[config.mk]
export PLATFORM = sky130hd
export DESIGN_NAME = ihs_row_ram
export DESIGN_NICKNAME = d
export VERILOG_FILES = /design/src/hw/rtl/ihs_row_ram.sv
export SDC_FILE = /design/constraint.sdc
export NUM_CORES = 1
export LEC_CHECK = 0
export ABC_AREA = 1
export BUFFER_PORTS_ARGS = -buffer_cell sky130_fd_sc_hd__buf_4
export CAP_MARGIN = 20
export CORE_ASPECT_RATIO = 1.1
export CORE_UTILIZATION = 30
export DETAILED_ROUTE_END_ITERATION = 12
export SLEW_MARGIN = 20
export SYNTH_ARGS = -nofsm -noshare
export SYNTH_HDL_FRONTEND = slang
export SYNTH_SLANG_ARGS = --single-unit
[constraint.sdc]
create_clock -name clk -period 1.6 [get_ports clk]
set_clock_uncertainty 0.2 [all_clocks]
set_input_delay 0.08 -clock clk [delete_from_list [all_inputs] [get_ports clk]]
set_output_delay 0.08 -clock clk [all_outputs]
set_load 0.05 [all_outputs]
[src/hw/rtl/ihs_row_ram.sv]
`timescale 1ns / 1ps

module ihs_row_ram #(
  parameter int WIDTH  = 8,
  parameter int DEPTH  = 16,
  parameter int ADDR_W = $clog2(DEPTH)
) (
  input  logic              clk,
  input  logic              we,
  input  logic [ADDR_W-1:0] waddr,
  input  logic [WIDTH-1:0]  wdata,
  input  logic              re,
  input  logic [ADDR_W-1:0] raddr,
  output logic [WIDTH-1:0]  rdata
);

  logic [WIDTH-1:0] mem [DEPTH];
  logic [WIDTH-1:0] rdata_r;

  // write port
  always_ff @(posedge clk) begin
    if (we) begin
      mem[waddr] <= wdata;
    end
  end

  // registered read, data held between reads
  always_ff @(posedge clk) begin
    if (re) begin
      rdata_r <= mem[raddr];
    end
  end

  assign rdata = rdata_r;

endmodule

* Yosys cells after proc, flatten, opt, wreduce, memory -nomap -nowiden *
Memory sizes are Yosys's and may differ from the RTL's. A register that Yosys moved wholly into a read port is not among the register bits.
Index checks and enable logic that the tools add are counted.

operators by class
  shifts and indexed selects = 0
  multiply operators = 0
  mux-type cells = 2
  reductions and logical operators = 0
  $add $sub $neg = 0
  magnitude comparators = 0
  bitwise gates (word level) = 0
  divide/modulo/power cells = 0
  equal/unequal tests = 0

operator list
  cell              count
  1-bit 2-to-1 mux  2

word-level totals
  register bits = 0
  latch bits = 0
  logic and storage cells = 3
  RAM bits = 128
  memory bits (read-only) = 0
  output and inout bits = 8
  bits of input ports = 19
  memories = 1

memories
  memory  depth  width  read ports  clocked after memory_dff  write ports  RTL line  RTL
  mem     16     8      1           1                         1            17        logic [WIDTH-1:0] mem [DEPTH];

* Longest topological paths before layout *
Gate-level depths: netlist of run 1.

  word-level depth = 2
  depth in mapped cells = 8
  mapped depth without buffers = 7

* Worst setup path after synthesis of run 1 *
Ideal clock, no wire load.

  path type = in2reg
  from = input port waddr[2]
  to = memory mem[10][0], enable pin
  library setup time = 0.370 ns
  data arrival time = 0.661 ns
  stages on the path = 2
  setup slack = 0.369 ns
  required time = 1.030 ns
  buffers on the path = 0
  cells stage by stage = nand3b_1 > nor2_1

RTL lines
  element          RTL line  RTL
  start, declared  10        input logic [ADDR_W-1:0] waddr,
  end, declared    17

No word-level cell before the write port.

* Final worst setup path of run 1 *
  from = register rdata_r[4] (netlist: rdata[4]), read port of mem
  to = output port rdata[4]

RTL lines
  element          RTL line  RTL
  start, declared  18        logic [WIDTH-1:0] rdata_r;
  end, declared    14        output logic [WIDTH-1:0] rdata

No word-level cell between the ends.

==> run metrics, run 1 <==
RR Endpoint=rdata[6]; ANT nets after route=0; Synth Cell Area=just under 6000 µm²; status=finished clean; vias per inst=approximately 4.4; n_diodes=0; post-CTS setup buffers=0; Worst Path Required=between 1 and 1.5 ns; Critical Path End=rdata[4]; Setup CP Type=register to output pin; initial core utilization=a little under a third; WP buf/inv=1; Total Neg Setup Slack=0 ns; Core ar.=19100 µm²; dpl cell area=6440 µm²; initial antenna violation count=0; cts hold-fix bufs=10; Synth Warn #=0; Max VDD drop=between 0.6 and 0.7 mV; Std-Cell Rows=53; Crit path max-delay family=flip-flops; Max Cap Viol=0; Setup crit end kind=output pin; post-CTS resize count=0; Cells after Synth=approximately 550; Worst R2R Path Depth=6; Peak Freq=between 700 and 800 MHz; Critical Path, Cell by Cell=buf_4; Worst R2R Setup Slack=approximately 0.30 ns; Die W=between 100 and 150 µm; Final Cell Area=between 7000 and 8000 µm²; post-synthesis net count=570; reg2reg start=mem[10][6]; global-route wire length before repair=roughly 21000 µm; root buf cell=clkbuf_16; final setup fails=0; Tightest Hold Check Type=input pin to register; Slowest-stage cell, CP=edfxtp_1; leakage=3.03 nW; Slew HR=72.1%; io pins=27; latest clock arrival within the worst-skew pair=slightly above 0.4 ns; Worst Setup SP=rdata[4]; H-tree levels=4; Synth Area per Inst=between 10 and 15 µm²; count of pins over their slew limit=0; met2 usage=23.1%; share of layout cells above drive strength 1=13.5%; GPL Wtd Cong=about 0.76; most frequent cells in the layout=nand2_1, edfxtp_1, inv_1, nand3_1, buf_4; Final Cycle Share=a little under nine tenths; area delta synth->final=21.8%; number of CTS-inserted buffers=17; register area share after synthesis=a little over two thirds; CTS sink cnt=136; M1 GR Usage=between 15 and 20%; RSZ-0062 raised after global routing=no; DRT iter0 DRCs=between 200 and 300; FF+latch count, synth=136; total power draw=between 8 and 9 mW; DP HPWL=between 8000 and 9000 µm; Final Core Density=between 30% and 40%; Worst Tran Pin Value=around 0.42 ns; Final Critical Period=1.37 ns; GRT Util Overall=14.4%; number of distinct library cells after synthesis=11; number of global-route vias before repair=3760; commonest non-fill, non-tap cell in the layout=nand2_1; CP max FO=1; DIE HEIGHT=148 µm; drt drc=0; total gr overflow=0; critical path depth in cells=1; vias=3814; critical path startpoint category=register; worst path arrival time=between 1 and 1.5 ns; Die Footprint=approximately 20000 µm²; Top Usage Layer GRT=met2; CTS max path bufs=2; pwr dens=1190 nW/µm²; critical path's largest stage delay=around 0.45 ns; DRT Pass-1 Iters=4; Fin. Hold Viols=0; port bufs=26; DR WL/cell=about 15 µm; clock-pin slew of the registers on the worst-case setup and hold paths=about 0.050 ns; WL final=around 13000 µm; final net count=628; pin count of the biggest net entering global routing=34; CTS tree=built; M3 GR Usage=3.27%
kinds of logic after synthesis:
kind of cell	count (synthesis)	share of synthesized area [%]
buf+inv	126	9.39
flops	136	69.8
simple gates	289	20.8
Yosys cell counts:
cell type,instances,area (µm²)
inv_1,100,375
buf_1,1,3.75
buf_6,6,67.6
nand3_1,97,485
edfxtp_1,136,4080
nand3b_1,2,15.0
buf_4,4,30.0
nand2_1,173,649
inv_2,2,7.51
buf_2,13,65.1
nor2_1,17,63.8
power breakdown:
group	internal, mW	switching, mW	total (mW)
clock network	2.43	1.42	3.85
registers	4.01	0.0240	4.04
logic	0.198	0.394	0.592
total	6.64	1.84	8.48
cell type report:
class	instances	area (µm²)
Clock buffer	18	429
Clock inverter	14	156
Fill cell	1875	12000
Inverter	102	383
Multi-Input combinational cell	289	1210
Sequential cell	136	4080
Tap cell	247	309
Timing Repair Buffer	63	548
routing by layer:
metal,wire length (µm),vias to the layer above
li1,-,1896
met1,5710,1782
met2,6590,127
met3,836,9
met4,129,0
met5,0,-
registers in the layout (all words and copies together), names as in the netlist:
name and flops:
mem 128, rdata 8
how the worst min path moves through the flow:
stage / start / end / slack, ns / cells after the start
2_1_floorplan: wdata[0] / mem[0][0] / -0.02 / 0
3_3_place_gp: re / rdata[1] / 0.20 / 1
3_5_place_dp: re / rdata[1] / 0.19 / 1
4_1_cts: raddr[1] / rdata[4] / 0.08 / 6
5_1_grt: raddr[2] / rdata[0] / 0.11 / 6
6_report: raddr[1] / rdata[4] / 0.08 / 6
per-stage QoR:
stage / hold slack, ns / cells / setup slack (ns)
floorplan: -0.0211 / 551 / 0.369
global placement: 0.196 / 827 / 0.187
detailed placement: 0.191 / 827 / 0.165
CTS: 0.0773 / 869 / 0.216
global route: 0.109 / 869 / 0.197
finish: 0.0823 / 869 / 0.231
(Power assumes the default switching activity.)
==> run 2, diff against run 1 <==
==> constraint.sdc (replaced) <==
create_clock -name clk -period 1.48 [get_ports clk]
set_clock_uncertainty 0.2 [all_clocks]
set_input_delay 0.074 -clock clk [delete_from_list [all_inputs] [get_ports clk]]
set_output_delay 0.074 -clock clk [all_outputs]
set_load 0.05 [all_outputs]
==> run metrics, run 2 (synthesized netlist as in run 1, its figures left out) <==
DP HPWL=8320 µm; fill cell count=around 1800; Setup crit end kind=register; CTS sink cnt=around 140; vias=a little under 4000; Final Cycle Share=92.7%; vias per inst=approximately 4.4; Top cell by count, worst path=nand3_1; Std-Cell Rows=53; DR WL/cell=around 15 µm; total gr overflow=0; Multi-input gate area=between 1000 and 1500 µm²; area delta synth->final=22.9%; Fin. Hold Viols=0; final setup fails=0; H-tree levels=4; max reg flops=128; commonest non-fill, non-tap cell in the layout=nand2_1; leakage=about 3 nW; root buf cell=clkbuf_16; Peak Freq=around 730 MHz; WP buf/inv=4; CTS max path bufs=2; Core ar.=between 15000 and 20000 µm²; count of pins over their slew limit=0; Worst Tran Pin Value=~0.37 ns; post-CTS setup buffers=0; ANT nets after route=0; final net count=approximately 630; latest clock arrival within the worst-skew pair=between 0.4 and 0.5 ns; Slew HR=75.6%; drt drc=0; critical path startpoint category=input pin; Tightest Hold Check Type=input pin to register; CTS tree=built; CP max FO=16; RSZ-0062 raised after global routing=no; Setup CP Type=input pin to register; pin count of the biggest net entering global routing=33; Max VDD drop=approximately 0.77 mV; Die W=~140 µm; GRT Util Overall=between 10 and 15%; share of layout cells above drive strength 1=13.6%; critical path's largest stage delay=0.54 ns; port bufs=26; Min Hold Slack=~0.11 ns; GPL Wtd Cong=about 0.73; io pins=27; Total Neg Setup Slack=0 ns; Register Area=between 4000 and 5000 µm²; Reg with most FFs=mem; Critical Path, Cell by Cell=dlygate4sd3_1 > buf_4 > inv_1 > buf_12 > nand3_1 > nand3_1 > nand2_1; n_diodes=0; Worst Path Required=about 1.4 ns; WL final=around 13000 µm; Final Critical Period=between 1 and 1.5 ns; initial antenna violation count=0; number of CTS-inserted buffers=17; clock-pin slew of the registers on the worst-case setup and hold paths=~0.060 ns; initial core utilization=30.6%; DRT iter0 DRCs=~230; pwr dens=around 1200 nW/µm²; Max Cap Viol=0; post-CTS resize count=0; number of global-route vias before repair=around 3900; DRT Pass-1 Iters=5; status=finished clean; Slowest-stage cell, CP=dlygate4sd3_1; global-route wire length before repair=21000 µm; most frequent cells in the layout=nand2_1, edfxtp_1, inv_1, nand3_1, buf_4; Crit path max-delay family=buffers and inverters; DIE HEIGHT=about 150 µm; worst path arrival time=approximately 1.3 ns; Die Footprint=20100 µm²
## run 2: cell count changes in the layout (fill, tap and decap cells not counted), sizes merged
cell         before  now
inv             103  102
bufinv            3    2
clkinv            6    7
buf              53   57
dlygate4sd3      10   11
clkbuf           18   21
clkinvlp          4    1
## run 2: worst paths after layout
path	slack, ns	start	depth (start not counted)	end
worst max-delay path	0.11	raddr[2]	7	rdata[6]
worst min-delay path	0.11	we	4	mem[2][6]
worst min register to register	0.54	mem[12][2]	6	rdata[2]
worst max register to register	0.20	mem[7][3]	6	rdata[3]
## run 2: layout make-up
type                    count  area share (%)
flip-flops and latches    136            56.8
clock inverters            10            1.46
inverters                 102            5.33
multi-input cells         289            16.9
clock buffers              21            6.13
repair buffers             68            9.05
well taps                 247            4.30
## run 2: worst register-to-register path: cells and delay by family (launching register included)
kind / cells / cell delay [ns]
buf+inv: 1 / 0.06
flops: 1 / 0.36
simple gates: 5 / 0.42
## run 2: timing repair
item,CTS,global route
hold buffers,11,0
setup endpoints to repair,0,0
hold endpoints to repair,139,0
## run 2: power by group
part | internal [mW] | switching, mW | leakage [nW]
clock | 2.45 | 1.48 | 0.268
combinational | 0.241 | 0.431 | 1.56
sequential | 4.34 | 0.0271 | 1.24
## run 2: routing by layer
metal | track usage [%] | routed length, µm
met1 | 17.4 | 5560
met2 | 24.5 | 6640
met3 | 3.34 | 912
met4 | 7.08 | 237
met5 | 0 | 0
## run 2: metrics by stage
stage	total power, mW	instances	util, %	cell area [µm²]	setup slack (ns)
after floorplan	4.81	551	-	5850	0.255
after global placement	5.10	831	34.2	6530	0.0493
after detailed placement	5.10	831	34.2	6530	0.0361
after CTS	9.01	873	37.6	7190	0.125
after global routing	9.25	873	37.6	7190	0.0657
final	8.96	873	37.6	7190	0.107
