<file path="src/hw/rtl/ihs_pkg.sv">
`timescale 1ns / 1ps

package ihs_pkg;

  // table geometry (bucket count is a power of two, bucket index is the low key bits)
  localparam int BUCKETS    = 1024;
  localparam int WAYS       = 4;
  localparam int KEY_W      = 32;
  localparam int BKT_W      = $clog2(BUCKETS);
  localparam int COUNT_W    = 13;
  localparam int OUT_DATA_W = 16;

  // request codes
  localparam logic CMD_INSERT = 1'b0;
  localparam logic CMD_SEARCH = 1'b1;

  // one bucket row: valid marks and keys of all ways
  typedef struct packed {
    logic [WAYS-1:0]            vld;
    logic [WAYS-1:0][KEY_W-1:0] keys;
  } row_t;

  localparam int ROW_W = $bits(row_t);

  // outcome of one bucket lookup
  typedef struct packed {
    logic hit;
    logic ins;
    logic full;
  } match_t;

  typedef enum logic {
    ST_CLEAR,
    ST_RUN
  } state_t;

endpackage

</file>
<file path="src/hw/rtl/ihs_bucket_match.sv">
`timescale 1ns / 1ps

module ihs_bucket_match (
  input  ihs_pkg::row_t              row,
  input  logic                       cmd,
  input  logic [ihs_pkg::KEY_W-1:0]  key,
  output ihs_pkg::match_t            res,
  output ihs_pkg::row_t              new_row
);

  logic                     hit;
  logic                     have_free;
  logic [ihs_pkg::WAYS-1:0] free_oh;

  // compare all valid ways and pick the lowest free way
  always_comb begin
    hit       = 1'b0;
    have_free = 1'b0;
    free_oh   = '0;
    for (int w = 0; w < ihs_pkg::WAYS; w++) begin
      if (row.vld[w]) begin
        if (row.keys[w] == key) begin
          hit = 1'b1;
        end
      end else if (!have_free) begin
        have_free  = 1'b1;
        free_oh[w] = 1'b1;
      end
    end
  end

  // decide the outcome and build the row to write back
  always_comb begin
    res.hit  = hit;
    res.ins  = (cmd == ihs_pkg::CMD_INSERT) && !hit && have_free;
    res.full = (cmd == ihs_pkg::CMD_INSERT) && !hit && !have_free;
    new_row  = row;
    for (int w = 0; w < ihs_pkg::WAYS; w++) begin
      if (free_oh[w]) begin
        new_row.vld[w]  = 1'b1;
        new_row.keys[w] = key;
      end
    end
  end

endmodule

</file>
<file path="config.mk">
export PLATFORM = sky130hd
export DESIGN_NAME = ihs_bucket_match
export DESIGN_NICKNAME = d
export VERILOG_FILES = /design/src/hw/rtl/ihs_pkg.sv /design/src/hw/rtl/ihs_bucket_match.sv
export SDC_FILE = /design/constraint.sdc
export NUM_CORES = 1
export LEC_CHECK = 0
export ABC_AREA = 1
export BUFFER_PORTS_ARGS = -buffer_cell sky130_fd_sc_hd__clkbuf_2
export CORE_AREA = 2 2 117 119
export DETAILED_ROUTE_END_ITERATION = 8
export DIE_AREA = 0 0 119 121
export PLACE_DENSITY = 0.67
export SLEW_MARGIN = 25
export SYNTH_ARGS = -nofsm -noshare
export SYNTH_HDL_FRONTEND = slang
export SYNTH_SLANG_ARGS = --single-unit
</file>
<file path="constraint.sdc">
create_clock -name vclk -period 4.1
set_clock_uncertainty 0.15 [all_clocks]
set_input_delay 0.41 -clock vclk [all_inputs]
set_output_delay 0.41 -clock vclk [all_outputs]
set_load 0.02 [all_outputs]
</file>
== Word-level counts from Yosys, hierarchy flattened ==
Index checks and enable logic that the tools add are counted.
Widths: inputs -> output; s select.
Storage, ports and cells
  flip-flop bits (word level): 0
  latch bits: 0
  output and inout port bits: 135
  input port bits: 165
  memories: 0
  bits in read-only memories: 0
  RAM bits: 0
Cells by class
  muxes and demuxes: 25
  bitwise logic cells: 1
  shifts and indexed selects: 0
  multiply operators: 0
  add/sub/neg operators: 0
  reductions and logical operators: 5
  order comparisons: 0
  div/mod/pow operators: 0
  eq/ne operators: 4
Operator list (number)
  $eq 32x32->1: 4
  $mux 32: 4
  $mux 1: 21
  $logic_and 1x1->1: 3
  $logic_not 1->1: 2
  $not 1->1: 1

== Depth between registers and ports, before layout ==
Gate-level depths: netlist of run 1.
  word-level depth: 12
  mapped depth: 13

== Least setup slack after synthesis of run 1 ==
OpenSTA, ideal clock, no wires.
  path kind: in2out
  from: input key[12] in the netlist's numbering
  to: output res[0] in the netlist's numbering
  cell stages on the path: 12
  data required time: 3.540 ns
  path buffers: 1
  path slack: 2.067 ns
  data arrival time: 1.473 ns
  cell sequence: buf_4 inv_1 nand2_1 nand2_1 nor2_1 nand2_1 nor2_1 nand3_1 nor2_1 nor2_1 nand3_2 nor2_1
RTL lines
  from (decl): RTL line ihs_bucket_match.sv:6  | input logic [ihs_pkg::KEY_W-1:0] key,
  to (decl): RTL line ihs_bucket_match.sv:7  | output ihs_pkg::match_t res,

==> results of run 1 <==
[area by class of cell]
type               count  area [um2]
fillers             1580        7161
repair buffers       303        1526
inverters            142       533.0
well taps            176       220.2
multi-input cells    814        3645
[worst max path at each step]
stage	slack (ps)	to	startpoint	depth (start not counted)
after global placement	1220	res[1]	row[128]	12
after detailed placement	1230	res[1]	row[128]	12
after floorplan	2070	res[0]	key[12]	12
after CTS	1230	res[1]	row[128]	12
final	1170	res[1]	row[128]	12
after global routing	960	res[1]	row[128]	12
[layer usage]
metal	up-vias	share of wire, %	wire length, um
li1	3617	-	-
met1	3135	42	11170
met2	467	45	11730
met3	54	9.5	2503
met4	0	3.5	921
met5	-	0	0
[Yosys cell counts]
| cell type | number | area share, % |
|---|---|---|
| buf_2 | 5 | 0.58 |
| conb_1 | 1 | 0.086 |
| buf_6 | 1 | 0.26 |
| buf_4 | 3 | 0.52 |
| nor3b_1 | 2 | 0.35 |
| nor3_1 | 12 | 1.4 |
| nor4_1 | 2 | 0.29 |
| o2111ai_1 | 2 | 0.40 |
| o21ai_0 | 145 | 17 |
| a21oi_1 | 4 | 0.46 |
| nand3_1 | 30 | 3.5 |
| nand2_1 | 424 | 37 |
| clkbuf_1 | 18 | 1.6 |
| inv_2 | 16 | 1.4 |
| nor2_1 | 106 | 9.2 |
| xnor2_1 | 31 | 6.3 |
| nand3_2 | 2 | 0.46 |
| inv_1 | 126 | 11 |
| buf_1 | 3 | 0.26 |
| nand4_1 | 30 | 4.3 |
| nand3b_1 | 7 | 1.2 |
| or2_1 | 8 | 1.2 |
| xor2_1 | 7 | 1.4 |
| o211ai_1 | 1 | 0.17 |
| clkbuf_2 | 5 | 0.58 |
[logic make-up (layout without fill, tap and decap cells)]
logic type / after synthesis / after routing / share of synthesized area, %
AND/OR/NAND/NOR: 623 / 623 / 58.46
buffers and inverters: 177 / 445 / 16.03
AO/OA/AOI/OAI: 152 / 152 / 17.76
XOR/XNOR: 38 / 38 / 7.668
other: 1 / 1 / 0.08640
[where the power goes]
| part | internal (mW) | total, mW | switching, mW | leakage [nW] |
|---|---|---|---|---|
| logic | 0.256 | 0.820 | 0.565 | 3.81 |
| clock network | 0 | 0 | 0 | 0 |
| registers | 0 | 0 | 0 | 0 |
==> results.ini, run 1 <==
[worst_setup_path]
slowest_stage=buf_4
critical_path.max_fanout=67
path_delay_family=buffers and inverters
crit_buf_inv=4
worst_path_most_repeated_cell=nor2_1
critPathMaxStageDelay_ps=480
path_class=in -> out
path_cells=clkbuf_2 > buf_4 > inv_1 > a21oi_1 > nand4_1 > nor2_1 > nand2_1 > nor2_1 > nor2_1 > nand3_2 > nor2_1 > clkbuf_2
worst_ep_arrival_time_ps=2370
critPathCaptureType=primary output
crit_required_ps=3540
cp-start-kind=input pin

[final_layout]
fin_area_um2=5924
layout.nets=1426
regArea_um2=0
final_common_cell=nand2_1
layout_common_cells=nand2_1 (424), clkbuf_2 (299), o21ai_0 (145)
area_growth_pct=36.49
sequential_cell_total=0
antenna_cells=0
n_clock_buffer=0
drive_gt1_share_pct=25.50
final_util_pct=45.28
finalNonFillerCells=1435

[power_and_ir_drop]
ir_worst_vdd_mv=0.05680
total_power_mw=0.8203
pwr_density_cell_nw_per_um2=138.5
p_leak_nw=3.806

[global_routing]
grt.met1_usage_pct=46.68
grt_util_all_layers_pct=35.08
overflow=0
grt_pass1_vias=6526
grt_pass1_wl_um=38600
antenna_found_initial=0
use_met2_pct=58.62
grt_max_degree=68
grtUsageMet3_pct=4.981
grt.busiest_layer=met2

[clocking]
cts_resized=0
postCtsHoldBufs=0
postCtsSetupBuffers=0

[yosys]
synth_nets=1156
ys_types=25
ys_seq_area_share_pct=0
synth_cells=991
synth_warnings=0
synth_area_um2=4340
syn_area_per_cell_um2=4.380

[timing]
tns_ps=0
min_period_over_period_pct=71.38
rsz0062_at_grt=false
max_slew_margin_pct=60.63
fmax_mhz=341.7
setup_ws_ps=1173
hold_viol=0
holdWs_ps=1034
fin_crit_ps=2927
drv_slew=0
worst_slew_pin_slew_ps=590.5
setup_viol=0

[drt]
post-route-drc-count=0
drt_iter0_drc=677
ant_nets=0
via_count=7273
wire_per_inst_um=18.34
drtPass1Iterations=5
drt_wl_total_um=26320
routed_via_density=5.068

[placement]
place_area_um2=5924
place_ws_ps=1234
numPlacedInstances=1435
io_buffers=299
globalplace.congestion=0.9999
dp_hpwl_um=22860

[worst_hold_path]
hold_path_startpoint=cmd
hold_class=in -> out
hold-path-endpoint=res[0]
hold-path-cell-count=5

[floorplanning]
start_util_pct=33.17
fp.dieW_um=119
dieArea_um2=14400
core_area_um2=13090
rows=42
ioPinCount=300
die_y_um=121

[job]
drv_cap=0

[outcome]
outcome=complete, no violations

Power figures use the tool's default switching activity.
==> run 2: changes to the inputs <==
==> constraint.sdc (replaced) <==
create_clock -name vclk -period 2.7
set_clock_uncertainty 0.15 [all_clocks]
set_input_delay 0.27 -clock vclk [all_inputs]
set_output_delay 0.27 -clock vclk [all_outputs]
set_load 0.02 [all_outputs]
==> run 2 against run 1 <==
  * Cell count is 0.91% higher
  * Routed wire length increased by 5.9%
  * Utilization increased by 0.84 points
  * Die area unchanged
  * First-iteration DRC count grew 2.4%
  * Flip-flop and latch count did not move
  * Critical path depth shrank 2
  * Sequential share of layout area did not move
  * Highest routed layer unchanged
==> results.ini, run 2 (synthesis results as in run 1) <==
[timing]
max_slew_margin_pct=57.31  ; -3.3 points
fin_crit_ps=2451
holdWs_ps=749.0  ; -285.3 ps
rsz0062_at_grt=false
tns_ps=0  ; unchanged
drv_slew=0  ; unchanged
min_period_over_period_pct=90.77
setup_viol=0  ; unchanged
fmax_mhz=408.0
hold_viol=0  ; unchanged
worst_slew_pin_slew_ps=639.6  ; +49.07 ps

[drt]
wire_per_inst_um=19.26  ; +5.0%
drt_iter0_drc=693  ; +2.4%
routed_via_density=5.157  ; +1.8%
via_count=7468  ; +2.7%
post-route-drc-count=0  ; unchanged
drt_wl_total_um=27890  ; +5.9%
drtPass1Iterations=5  ; unchanged
ant_nets=0  ; unchanged

[power_and_ir_drop]
p_switching_mw=0.8793  ; +56%
sequentialPowerShare_pct=0  ; unchanged
p_leak_nw=3.872  ; +1.7%
cell_internal_pwr_mw=0.4028  ; +58%
ir_worst_vdd_mv=0.1154  ; +100%
pwr_density_cell_nw_per_um2=212.5  ; +53%
pwr-share-clk_pct=0  ; unchanged
swShare_pct=68.58  ; -0.26 points
comb_power_share_pct=100.0  ; about the same

[worst_hold_path]
hold_class=in -> out
hold_path_startpoint=row[80]

[final_layout]
antenna_cells=0  ; unchanged
fin_area_um2=6035  ; +1.9%
final_common_cell=nand2_1
final_util_pct=46.12  ; +0.84 points
regArea_um2=0  ; unchanged
sequential_cell_total=0  ; unchanged
drive_gt1_share_pct=26.26  ; +0.76 points
layout.nets=1439  ; +0.91%
area_growth_pct=39.03
finalNonFillerCells=1448  ; +0.91%
layout_common_cells=nand2_1 (424), clkbuf_2 (299), o21ai_0 (145)
n_clock_buffer=0  ; unchanged

[worst_setup_path]
critPathMaxStageDelay_ps=450  ; -30 ps
path_class=in -> out
crit_start=key[11]
worst_ep_arrival_time_ps=2030  ; -340 ps
endpoint=res[2]
slowest_stage=nor4_1
crit_required_ps=2280  ; -1260 ps
cp-start-kind=input pin
critical_path.max_fanout=10  ; -85%
path_cells=clkbuf_2 > inv_2 > nand2_1 > nand4_1 > nor4_1 > nand3_1 > nor2_1 > nor2_1 > nand2_1 > clkbuf_2
critPathCaptureType=primary output

[outcome]
outcome=complete, no violations

[global_routing]
grt_max_degree=65  ; -4.4%
grt_pass1_wl_um=40100  ; +3.9%
grt_pass1_vias=6625  ; +1.5%
grt_util_all_layers_pct=36.80  ; +1.7 points
overflow=0  ; unchanged
antenna_found_initial=0  ; unchanged

[floorplanning]
dieArea_um2=14400  ; unchanged
fp.dieW_um=119  ; unchanged
die_y_um=121  ; unchanged
core_area_um2=13090  ; unchanged
ioPinCount=300  ; unchanged
start_util_pct=33.17  ; unchanged
rows=42  ; unchanged

[clocking]
postCtsSetupBuffers=0  ; unchanged
cts_resized=0  ; unchanged
postCtsHoldBufs=0  ; unchanged

[placement]
globalplace.congestion=0.9976  ; -0.23%
io_buffers=299  ; unchanged
place_area_um2=6035  ; +1.9%
numPlacedInstances=1448  ; +0.91%
dp_hpwl_um=24240  ; +6.0%

[job]
drv_cap=0  ; unchanged

-- run 2: layout make-up --
class,count,area [um2]
Inverter,142,533.0
Timing Repair Buffer,316,1637
Fill cell,1543,7051
Tap cell,176,220.2
Multi-Input combinational cell,814,3645
-- run 2: worst min-delay path by stage --
| stage | slack [ps] | endpoint | cells past startpoint |
|---|---|---|---|
| global route | 780 | res[0] | 5 |
| global placement | 740 | res[0] | 5 |
| floorplan | 570 | res[0] | 3 |
| detailed placement | 750 | new_row[80] | 4 |
| CTS | 750 | new_row[80] | 4 |
| finish | 750 | new_row[80] | 4 |
-- run 2: power by group through the flow --
| stage | Clock, mW | Sequential [mW] | Combinational [mW] |
|---|---|---|---|
| final | 0 | 0 | 1.28 |
| after global routing | 0 | 0 | 1.38 |
| after CTS | 0 | 0 | 1.26 |
| after detailed placement | 0 | 0 | 1.26 |
| after global placement | 0 | 0 | 1.26 |
| after floorplan | 0 | 0 | 0.692 |
-- run 2: routing by layer --
layer,wire [um],up-vias,global-route usage [%]
met3,2420,39,3.336
met5,0,-,0
met4,716,0,8.557
li1,-,3651,-
met2,13040,469,64.30
met1,11710,3309,48.92
-- run 2: per-stage QoR --
stage               worst slack, ps  power [mW]
global placement              281.6       1.264
global route                  111.1       1.385
detailed placement            289.7       1.257
finish                        249.2       1.282
floorplan                     946.5      0.6925
CTS                           280.7       1.262
-- run 2: worst max-delay path: cells and delay by family --
family	cells	cell delay (ps)
simple gates	7	1290
buf+inv	3	470
==> run 3: changes to the inputs <==
--- a/config.mk
+++ b/config.mk
@@ -7,10 +7,10 @@
 export LEC_CHECK = 0
 export ABC_AREA = 1
 export BUFFER_PORTS_ARGS = -buffer_cell sky130_fd_sc_hd__clkbuf_2
-export CORE_AREA = 2 2 117 119
+export CORE_AREA = 3 3 115 117
 export DETAILED_ROUTE_END_ITERATION = 8
-export DIE_AREA = 0 0 119 121
-export PLACE_DENSITY = 0.67
+export DIE_AREA = 0 0 118 120
+export PLACE_DENSITY = 0.7
 export SLEW_MARGIN = 25
 export SYNTH_ARGS = -nofsm -noshare
 export SYNTH_HDL_FRONTEND = slang
==> run 3 against run 2 <==
  * Die area down 1.7%
  * Global-route usage down 1.5 points
  * Design area down 0.83%
  * Power down 2.3%
  * First-iteration DRC count up 0.72%
  * Worst setup slack better by 110 ps
  * Critical endpoint is now res[1]
  * Largest cell class unchanged
==> results.ini, run 3 (synthesis results as in run 1) <==
[floorplanning]
ioPinCount=300  ; unchanged
core_area_um2=12470  ; -4.7%
fp.dieW_um=118  ; -0.84%
rows=41  ; -2.4%
die_y_um=120  ; -0.83%
start_util_pct=34.82  ; +1.6 points
dieArea_um2=14160  ; -1.7%

[timing]
fin_crit_ps=2345  ; -105.7 ps
drv_slew=0  ; unchanged
rsz0062_at_grt=false
setup_ws_ps=354.9  ; +105.7 ps
min_period_over_period_pct=86.86  ; -3.9 points
tns_ps=0  ; unchanged
worst_slew_pin_slew_ps=605.2  ; -34.32 ps
setup_viol=0  ; unchanged
max_slew_margin_pct=59.55  ; +2.2 points
hold_viol=0  ; unchanged
fmax_mhz=426.4  ; +4.5%

[final_layout]
antenna_cells=0  ; unchanged
finalNonFillerCells=1438  ; -0.69%
layout.nets=1433  ; -0.42%
regArea_um2=0  ; unchanged
sequential_cell_total=0  ; unchanged
layout_common_cells=nand2_1 (424), clkbuf_2 (299), o21ai_0 (145)
final_common_cell=nand2_1
drive_gt1_share_pct=25.91  ; -0.35 points
area_growth_pct=37.88
n_clock_buffer=0  ; unchanged

[worst_setup_path]
cp-start-kind=input pin
critical_path.max_fanout=7  ; -3
crit_required_ps=2280  ; about the same
critPathCaptureType=primary output
worst_ep_arrival_time_ps=1930  ; -100 ps
path_class=in -> out

[global_routing]
grt_pass1_vias=6691  ; +1.0%
grt_pass1_wl_um=38990  ; -2.8%
antenna_found_initial=0  ; unchanged
grt_util_all_layers_pct=35.27  ; -1.5 points
overflow=0  ; unchanged
grt_max_degree=65  ; unchanged

[placement]
numPlacedInstances=1438  ; -0.69%
globalplace.congestion=1.005  ; +0.70%
io_buffers=299  ; unchanged
dp_hpwl_um=23170  ; -4.4%
place_ws_ps=362.4  ; +72.67 ps

[clocking]
cts_resized=0  ; unchanged
postCtsHoldBufs=0  ; unchanged
postCtsSetupBuffers=0  ; unchanged

[worst_hold_path]
hold_class=in -> out

[job]
drv_cap=0  ; unchanged

[power_and_ir_drop]
ir_worst_vdd_mv=0.1072  ; -7.1%
p_leak_nw=3.845  ; -0.70%
pwr_density_cell_nw_per_um2=209.3  ; -1.5%
total_power_mw=1.252  ; -2.3%

[drt]
drt_iter0_drc=698  ; +0.72%
post-route-drc-count=0  ; unchanged
routed_via_density=5.056  ; -2.0%
drtPass1Iterations=5  ; unchanged
wire_per_inst_um=18.34  ; -4.7%
drt_wl_total_um=26380  ; -5.4%
via_count=7271  ; -2.6%
ant_nets=0  ; unchanged

[outcome]
outcome=complete, no violations

## run 3: final cells by class
cell class / count / area (um2)
fillers: 1497 / 6481
repair buffers: 310 / 1592
inverters: 142 / 533.0
multi-input cells: 814 / 3645
well taps: 172 / 215.2
## run 3: path summary, 6_finish.rpt
kind / startpoint / endpoint / slack (ps) / cells past startpoint
hold / removal: row[80] / new_row[80] / 750 / 4
setup / recovery: key[18] / res[1] / 350 / 13
## run 3: critical path: stages
cell	delay, ps
clkbuf_2	160
inv_1	300
nand2_1	80
nand2_1	170
nor2_1	80
nand2_1	90
nor2_1	50
nand3_1	70
nor2_1	50
nor2_1	200
nand3_2	120
nor2_1	110
clkbuf_2	170
## run 3: layer usage
layer / global-route usage, % / vias to the layer above / wire, um
met1: 47.00 / 3166 / 11380
met5: 0 / - / 0
li1: - / 3641 / -
met3: 4.383 / 40 / 2236
met4: 7.106 / 0 / 591
met2: 61.30 / 424 / 12170
## run 3: power breakdown
part	leakage (nW)	total, mW	switching [mW]	internal, mW
combinational	3.84	1.25	0.856	0.397
sequential	0	0	0	0
clock	0	0	0	0
total	3.84	1.25	0.856	0.397
## run 3: stage by stage
stage | hold WS, ps | cell area, um2 | util, %
after CTS | 754.9 | 5984 | 48.01
after global routing | 779.8 | 5984 | 48.01
final | 748.2 | 5984 | 48.01
after floorplan | 566.8 | 4340 | -
after global placement | 746.0 | 5984 | 48.01
after detailed placement | 753.8 | 5984 | 48.01
